[config.mk]
export PLATFORM = sky130hd
export DESIGN_NAME = matrix_multiply_add_core
export DESIGN_NICKNAME = d
export VERILOG_FILES = /design/src/rtl/mma_pkg.sv /design/src/rtl/mma_mac.sv /design/src/rtl/matrix_multiply_add_core.sv
export SDC_FILE = /design/constraint.sdc
export NUM_CORES = 2
export LEC_CHECK = 0
export BUFFER_PORTS_ARGS = -buffer_cell sky130_fd_sc_hd__buf_2
export CORE_MARGIN = 2
export CORE_UTILIZATION = 41
export CTS_CLUSTER_SIZE = 10
export DETAILED_ROUTE_END_ITERATION = 10
export HOLD_SLACK_MARGIN = 0.02
export PLACE_DENSITY = 0.54
export RECOVER_POWER = 50
export SETUP_SLACK_MARGIN = 0.2
export SKIP_CTS_REPAIR_TIMING = 1
export SLEW_MARGIN = 30
export SYNTH_ARGS = -nofsm -noshare
export SYNTH_HDL_FRONTEND = slang
export SYNTH_HIERARCHICAL = 1
export SYNTH_SLANG_ARGS = --single-unit
[constraint.sdc]
create_clock -name i_clk -period 8.9 [get_ports i_clk]
set_input_delay 1.78 -clock i_clk [delete_from_list [all_inputs] [get_ports i_clk]]
set_output_delay 1.78 -clock i_clk [all_outputs]
set_load 0.01 [all_outputs]
[src/rtl/mma_pkg.sv]
package mma_pkg;

    localparam int DATA_W = 32;
    localparam int CFG_SIZE_W = 4;
    localparam int APB_ADDR_W = 3;
    localparam int APB_DATA_W = 32;

    localparam logic [CFG_SIZE_W-1:0] MATRIX_SIZE_RESET = 4'd8;

    typedef enum logic {
        REG_MATRIX_SIZE = 1'b0,
        REG_NONE        = 1'b1
    } t_reg_index;

    typedef enum logic [1:0] {
        ST_LOAD,
        ST_RUN,
        ST_WAIT
    } t_state;

    typedef struct packed {
        logic valid;
        logic first;
        logic last;
    } t_term_ctl;

endpackage

[src/rtl/mma_mac.sv]
module mma_mac
    import mma_pkg::*;
(
    input  logic              i_clk,
    input  logic              i_rst_n,
    input  logic [DATA_W-1:0] i_a,
    input  logic [DATA_W-1:0] i_b,
    input  t_term_ctl         i_ctl,
    input  logic              i_take,
    output logic [DATA_W-1:0] o_acc,
    output logic              o_done
);

    logic [DATA_W-1:0] r_prod;
    t_term_ctl         r_ctl;
    logic [DATA_W-1:0] r_acc;
    logic              r_done;
    logic [DATA_W-1:0] w_prod;

    // low word of the product, same for signed and unsigned operands
    assign w_prod = i_a * i_b;

    always_ff @(posedge i_clk) begin
        r_prod <= w_prod;
    end

    always_ff @(posedge i_clk) begin
        if (!i_rst_n) begin
            r_ctl  <= '0;
            r_done <= 1'b0;
        end else begin
            r_ctl <= i_ctl;
            if (r_ctl.valid && r_ctl.last) begin
                r_done <= 1'b1;
            end else if (i_take) begin
                r_done <= 1'b0;
            end
        end
    end

    always_ff @(posedge i_clk) begin
        if (r_ctl.valid) begin
            r_acc <= (r_ctl.first ? '0 : r_acc) + r_prod;
        end
    end

    assign o_acc  = r_acc;
    assign o_done = r_done;

endmodule

[src/rtl/matrix_multiply_add_core.sv]
// Streams in n*n elements of A then n*n elements of B (row-major, one per cycle while
// s_axis_tready is high) and then emits C = A*B + A row-major with tlast on the final
// element; all arithmetic wraps to 32 bits. Both matrices sit in single-port-read
// memories, and one multiply-accumulate unit walks the n+1 terms of each result
// (n products plus the A[i][j] term); no input is taken during the emission.
// matrix_size is written over APB at address 0 (0 acts as 1, above MAX_SIZE acts
// as MAX_SIZE) and a write drops any partly loaded pair.
module matrix_multiply_add_core
    import mma_pkg::*;
#(
    parameter int MAX_SIZE = 8
) (
    input  logic                  i_clk,
    input  logic                  i_rst_n,
    // element
    input  logic                  s_axis_tvalid,
    output logic                  s_axis_tready,
    input  logic [DATA_W-1:0]     s_axis_tdata,     // [31:0] element
    // result
    output logic                  m_axis_tvalid,
    input  logic                  m_axis_tready,
    output logic [DATA_W-1:0]     m_axis_tdata,     // [31:0] result
    output logic                  m_axis_tlast,
    input  logic                  psel,
    input  logic                  penable,
    input  logic                  pwrite,
    input  logic [APB_ADDR_W-1:0] paddr,
    input  logic [APB_DATA_W-1:0] pwdata,
    output logic [APB_DATA_W-1:0] prdata,
    output logic                  pready
);

    localparam int DEPTH = MAX_SIZE * MAX_SIZE;
    localparam int AW    = (DEPTH > 1) ? $clog2(DEPTH) : 1;
    localparam int SW    = $clog2(MAX_SIZE + 1);
    localparam int LW    = $clog2(2 * DEPTH + 1);

    t_state r_state, n_state;

    logic [CFG_SIZE_W-1:0] r_size;
    logic [LW-1:0]         r_load_cnt;
    logic [SW-1:0]         r_i, r_j, r_k;
    logic [AW:0]           r_row_base, r_k_base;
    logic [DATA_W-1:0]     r_a_rd, r_b_rd;
    t_term_ctl             r_s1_ctl;
    logic [DATA_W-1:0]     r_out_data;
    logic                  r_out_last;
    logic                  r_out_valid;

    logic [DATA_W-1:0] mem_a [DEPTH];
    logic [DATA_W-1:0] mem_b [DEPTH];

    logic [SW-1:0]     w_n;
    logic [LW-1:0]     w_nn;
    logic [LW:0]       w_cnt_inc;
    logic              w_cfg_wr;
    logic              w_accept;
    logic              w_load_done;
    logic              w_wr_a;
    logic [LW-1:0]     w_b_off;
    logic              w_issue;
    logic              w_k_end;
    logic              w_take;
    logic              w_last_elem;
    logic              w_row_end;
    logic [AW:0]       w_a_addr, w_b_addr;
    logic [DATA_W-1:0] w_mac_b;
    t_term_ctl         w_ctl;
    logic [DATA_W-1:0] w_acc;
    logic              w_done;

    // configuration
    assign w_cfg_wr = psel && penable && pwrite && pready
                      && (t_reg_index'(paddr[2]) == REG_MATRIX_SIZE);
    assign pready   = 1'b1;
    assign prdata   = (t_reg_index'(paddr[2]) == REG_MATRIX_SIZE)
                      ? APB_DATA_W'(r_size) : '0;

    always_ff @(posedge i_clk) begin
        if (!i_rst_n) begin
            r_size <= MATRIX_SIZE_RESET;
        end else if (w_cfg_wr) begin
            r_size <= pwdata[CFG_SIZE_W-1:0];
        end
    end

    always_comb begin
        if (r_size == '0) begin
            w_n = SW'(1);
        end else if (int'(r_size) > MAX_SIZE) begin
            w_n = SW'(MAX_SIZE);
        end else begin
            w_n = SW'(r_size);
        end
    end

    assign w_nn        = LW'(w_n) * LW'(w_n);
    assign w_accept    = s_axis_tvalid && s_axis_tready;
    assign w_cnt_inc   = {1'b0, r_load_cnt} + (LW+1)'(1);
    assign w_load_done = w_accept && (w_cnt_inc == {w_nn, 1'b0});
    assign w_wr_a      = r_load_cnt < w_nn;
    assign w_b_off     = r_load_cnt - w_nn;

    // term sequencing
    assign w_k_end     = r_k == w_n;
    assign w_row_end   = r_j == w_n - SW'(1);
    assign w_last_elem = w_row_end && (r_i == w_n - SW'(1));
    assign w_a_addr    = w_k_end ? r_row_base + (AW+1)'(r_j) : r_row_base + (AW+1)'(r_k);
    assign w_b_addr    = r_k_base + (AW+1)'(r_j);

    always_comb begin
        n_state = r_state;
        case (r_state)
            ST_LOAD: begin
                if (w_load_done) begin
                    n_state = ST_RUN;
                end
            end
            ST_RUN: begin
                if (w_k_end) begin
                    n_state = ST_WAIT;
                end
            end
            ST_WAIT: begin
                if (w_take) begin
                    n_state = w_last_elem ? ST_LOAD : ST_RUN;
                end
            end
            default: n_state = ST_LOAD;
        endcase
    end

    always_comb begin
        s_axis_tready = 1'b0;
        w_issue       = 1'b0;
        w_take        = 1'b0;
        case (r_state)
            ST_LOAD: s_axis_tready = 1'b1;
            ST_RUN:  w_issue = 1'b1;
            ST_WAIT: w_take = w_done && (!r_out_valid || m_axis_tready);
            default: ;
        endcase
    end

    always_ff @(posedge i_clk) begin
        if (!i_rst_n) begin
            r_state    <= ST_LOAD;
            r_load_cnt <= '0;
            r_i        <= '0;
            r_j        <= '0;
            r_k        <= '0;
            r_row_base <= '0;
            r_k_base   <= '0;
            r_s1_ctl   <= '0;
        end else begin
            r_state <= n_state;
            if (w_cfg_wr || w_load_done) begin
                r_load_cnt <= '0;
            end else if (w_accept) begin
                r_load_cnt <= w_cnt_inc[LW-1:0];
            end

            if (w_load_done) begin
                r_i        <= '0;
                r_j        <= '0;
                r_k        <= '0;
                r_row_base <= '0;
                r_k_base   <= '0;
            end else if (w_issue && !w_k_end) begin
                r_k      <= r_k + SW'(1);
                r_k_base <= r_k_base + (AW+1)'(w_n);
            end else if (w_take) begin
                r_k      <= '0;
                r_k_base <= '0;
                if (w_row_end) begin
                    r_j        <= '0;
                    r_i        <= r_i + SW'(1);
                    r_row_base <= r_row_base + (AW+1)'(w_n);
                end else begin
                    r_j <= r_j + SW'(1);
                end
            end

            r_s1_ctl.valid <= w_issue;
            r_s1_ctl.first <= r_k == '0;
            r_s1_ctl.last  <= w_k_end;
        end
    end

    // matrix stores
    always_ff @(posedge i_clk) begin
        if (w_accept && w_wr_a) begin
            mem_a[r_load_cnt[AW-1:0]] <= s_axis_tdata;
        end
        r_a_rd <= mem_a[w_a_addr[AW-1:0]];
    end

    always_ff @(posedge i_clk) begin
        if (w_accept && !w_wr_a) begin
            mem_b[w_b_off[AW-1:0]] <= s_axis_tdata;
        end
        r_b_rd <= mem_b[w_b_addr[AW-1:0]];
    end

    // the A[i][j] term goes through the multiplier times one
    assign w_mac_b = r_s1_ctl.last ? DATA_W'(1) : r_b_rd;
    assign w_ctl   = r_s1_ctl;

    mma_mac u_mac (
        .i_clk   (i_clk),
        .i_rst_n (i_rst_n),
        .i_a     (r_a_rd),
        .i_b     (w_mac_b),
        .i_ctl   (w_ctl),
        .i_take  (w_take),
        .o_acc   (w_acc),
        .o_done  (w_done)
    );

    // output register
    always_ff @(posedge i_clk) begin
        if (!i_rst_n) begin
            r_out_valid <= 1'b0;
        end else if (w_take) begin
            r_out_valid <= 1'b1;
        end else if (m_axis_tready) begin
            r_out_valid <= 1'b0;
        end
    end

    always_ff @(posedge i_clk) begin
        if (w_take) begin
            r_out_data <= w_acc;
            r_out_last <= w_last_elem;
        end
    end

    assign m_axis_tvalid = r_out_valid;
    assign m_axis_tdata  = r_out_data;
    assign m_axis_tlast  = r_out_last;

endmodule
==> results.md <==
- Status: complete, but fails checks
- Failing checks: capacitance limit, slew limit
- CP endpoint kind: register
- Final worst path period share: 90.8%
- Gr usage total: a little under a quarter
- Pleak: 66.9 nW
- Io pins: 142
- R2r setup slk: a little over 0.8 ns
- CP Max Fanout: 19
- Initial antenna violation count: 40
- RR Startpoint: r_s1_ctl[0]
- Crit path kind: register to register
- Final Critical Period: slightly above 8 ns
- Predominant post-synthesis flop cell: edfxtp_1
- RSZ-0062 raised after global routing: no
- Skew-Pair Late Insertion Delay: 1.01 ns
- WP data required: 9.78 ns
- Num CTS Buffers: 474
- CP delay by family, top: adder cells
- Async SR Flop Fraction: 0%
- Sequential share of the synthesized area: 69.7%
- DRT iter0 DRCs: 10056
- CTS tree: yes
- FF/Latch Area: 128000 µm²
- DRT Pass-1 Iters: 6
- Root Driver: clkbuf_16
- Count of warnings emitted by yosys: 6
- Post-Syn Instances: 11286
- Finished Core Util: 46.2%
- Reg-to-Reg End: u_mac/r_prod[31]
- Largest family of logic cells by synthesized area: multiplexers
- GR Overflow Total: 0
- Synthesized area per cell: between 15 and 20 µm²
- Area of the multi-input gates: 52700 µm²
- Final Hold Fails: 0
- Design Area, Final: 206000 µm²
- Vias in the first global route: 104017
- Mux share of post-synthesis cell area: under 10%
- EDFF count, synth: 4161
- Syn Std Cell Area: 183000 µm²
- Post-DP Area: 193000 µm²
- Largest net degree at the start of global routing: 155
- Hold Path Depth: 1
- Clock slew at reported path FFs: ~0.06 ns
- Slew headroom: -220%
- DIE AREA: 453000 µm²
- Top cells by area, synth: edfxtp_1 68%, mux4_2 7.3%, fa_1 4.5%
- # setup viols final: 0
- CP dominant cell by count: fa_1
- DP HPWL: 302000 µm
- Synth cell count leaders: 4161 x edfxtp_1, 1871 x nand2_1, 591 x mux4_2
- Fraction of layout cells with a size suffix above 1: 14.7%
- Synthesized-area fraction occupied by adder cells: 5.80%
- Worst min-delay path startpoint: r_s1_ctl[2]
- Number of unique standard cell types used by synthesis: between 80 and 90
- Worst path cell trace: nor2b_2 > buf_4 > nand2_1 > fa_1 > fa_1 > fa_1 > fa_1 > inv_1 > fa_1 > fa_1 > inv_1 > fa_1 > fa_1 > inv_1 > ha_1 > nand4_1 > inv_1 > a31oi_4 > o21ai_2 > nand2_1 > a311oi_1 > a31oi_1 > xnor2_1
- Filler cell count: approximately 38000
- Top cell type by total area after synthesis: edfxtp_1
- Core Area: 445000 µm²
- Wire per inst: 29.3 µm
- Crit path launch type: register
- Worst Skew: around 0.055 ns
- FF+latch count, synth: 4303
- Htree depth: 5
- Via count: 101707
- VDD IR max: 0.00102 V
- CP max-delay cell: nor2b_2
- Initial Utilization: approximately 40%
- Average via count per standard cell: between 5 and 6
- Routability cong.: approximately 0.85
- Critical path arrival: 8.96 ns
- PwrDens: 264 nW/µm²
- Final Hold Slack: 0.433 ns
- WP buf/inv: 5
- R2R depth: 23
- Chip Width: 673 µm
- Die Y: 673 µm
- Sink Count: 4303
- Top cell type's share of synthesized area: 68.1%
- Simple-gate share of the synthesized area: 8.05%
- Nets: 12222
- Cell with the most instances after synthesis: edfxtp_1
- Worst-margin pin slew: 4.81 ns
- Routed Antenna Nets: 0
- Clock Tree Buf Depth: 4
- Compound-cell area share of the yosys netlist: 3.81%
- Hold EP: u_mac/r_ctl[2]
- I/O Buffers: 82
- Post-synthesis xor/xnor area fraction: 0.781%
- Fin. max-slew vios: 4289
- Max Cap Violations: 70
- First-pass GRT wire length: about 740000 µm
- Post-route DRC: 0
- # rows: ~250
- Final WL: 518000 µm
- CP max stage delay: ~0.66 ns
- FMAX: 0.124 GHz
- Layout area overhead: 12.2%
- Setup TNS: 0 ns
- Hold Crit Class: register to register
flip-flops by register name, indices dropped and copies added (netlist names), 3 cells and up:
register,count
r_i,4
r_a_rd,32
r_k_base,6
r_s1_ctl,3
mem_b,2048
mem_a,2048
r_j,4
r_size,4
m_axis_tdata,32
r_k,4
r_b_rd,32
r_row_base,6
u_mac/o_acc,32
r_load_cnt,8
u_mac/r_prod,32
u_mac/r_ctl,3
report_power, final:
part	switching (W)	internal, W
clock	0.00747	0.00975
sequential	0.000118	0.0227
combinational	0.00823	0.00600
total	0.0158	0.0384
worst max path at each step:
stage | depth (start not counted) | startpoint | slack, ns | endpoint
2_1_floorplan | 13 | r_size[3] | 1.93 | mem_a[10][0]
3_3_place_gp | 24 | r_s1_ctl[0] | 0.76 | u_mac/r_prod[31]
3_5_place_dp | 24 | r_s1_ctl[0] | 0.78 | u_mac/r_prod[31]
4_1_cts | 23 | r_s1_ctl[0] | 0.81 | u_mac/r_prod[31]
5_1_grt | 23 | r_s1_ctl[0] | 0.45 | u_mac/r_prod[31]
6_report | 23 | r_s1_ctl[0] | 0.81 | u_mac/r_prod[31]
placed cells by master (no fill, tap or decap), types with 63 or more instances in the layout:
| cell | synthesis | final |
|---|---|---|
| xnor2_1 | 120 | 112 |
| a32oi_1 | 187 | 187 |
| dfxtp_1 | 142 | 139 |
| buf_4 | 53 | 304 |
| mux2i_1 | 352 | 350 |
| nand3_1 | 415 | 415 |
| a41oi_1 | 63 | 63 |
| a22oi_1 | 65 | 65 |
| fa_1 | 413 | 411 |
| ha_1 | 189 | 186 |
| and4b_1 | 63 | 63 |
| nor2_1 | 84 | 82 |
| edfxtp_1 | 4161 | 4161 |
| clkbuf_16 | 0 | 483 |
| a21oi_1 | 261 | 252 |
| nand2_1 | 1871 | 1870 |
| and2_1 | 332 | 326 |
| nor4_2 | 0 | 74 |
| a31oi_1 | 76 | 76 |
| clkbuf_1 | 441 | 254 |
| inv_1 | 400 | 399 |
| mux4_2 | 591 | 591 |
kinds of logic after synthesis:
| group | Yosys count |
|---|---|
| AOI/OAI and AO/OA | 973 |
| xor gates and xnor gates | 162 |
| adders and majority gates | 603 |
| buffers and inverters | 1101 |
| DFF | 4303 |
| muxes | 977 |
| other | 2 |
| and+or+nand+nor | 3165 |
stage by stage:
stage / setup WS, ns / total power, W / instances
final: 0.815 / 0.0542 / 17666
after CTS: 0.810 / 0.0546 / 17655
after detailed placement: 0.780 / 0.0374 / 16994
after global placement: 0.763 / 0.0373 / 16994
after global routing: 0.454 / 0.0569 / 17661
after floorplan: 1.93 / 0.0334 / 11315
metal layers:
metal | wire length (µm) | share of wire [%] | vias up | track usage [%]
li1 | - | - | 43222 | -
met1 | 216000 | 42 | 53764 | 31.4
met2 | 247000 | 48 | 3959 | 37.2
met3 | 38000 | 7.3 | 746 | 3.45
met4 | 16100 | 3.1 | 16 | 6.14
met5 | 111 | 0.021 | - | 0
final cells by class:
class / instances / share of cell area, %
diodes: 7 / 0.00851
clock buffers: 634 / 6.16
clock inverters: 27 / 0.148
inverters: 402 / 0.734
multi-input cells: 5911 / 25.6
flip-flops and latches: 4303 / 62.1
well taps: 5928 / 3.61
repair buffers: 454 / 1.63
Power figures use the tool's default switching activity.
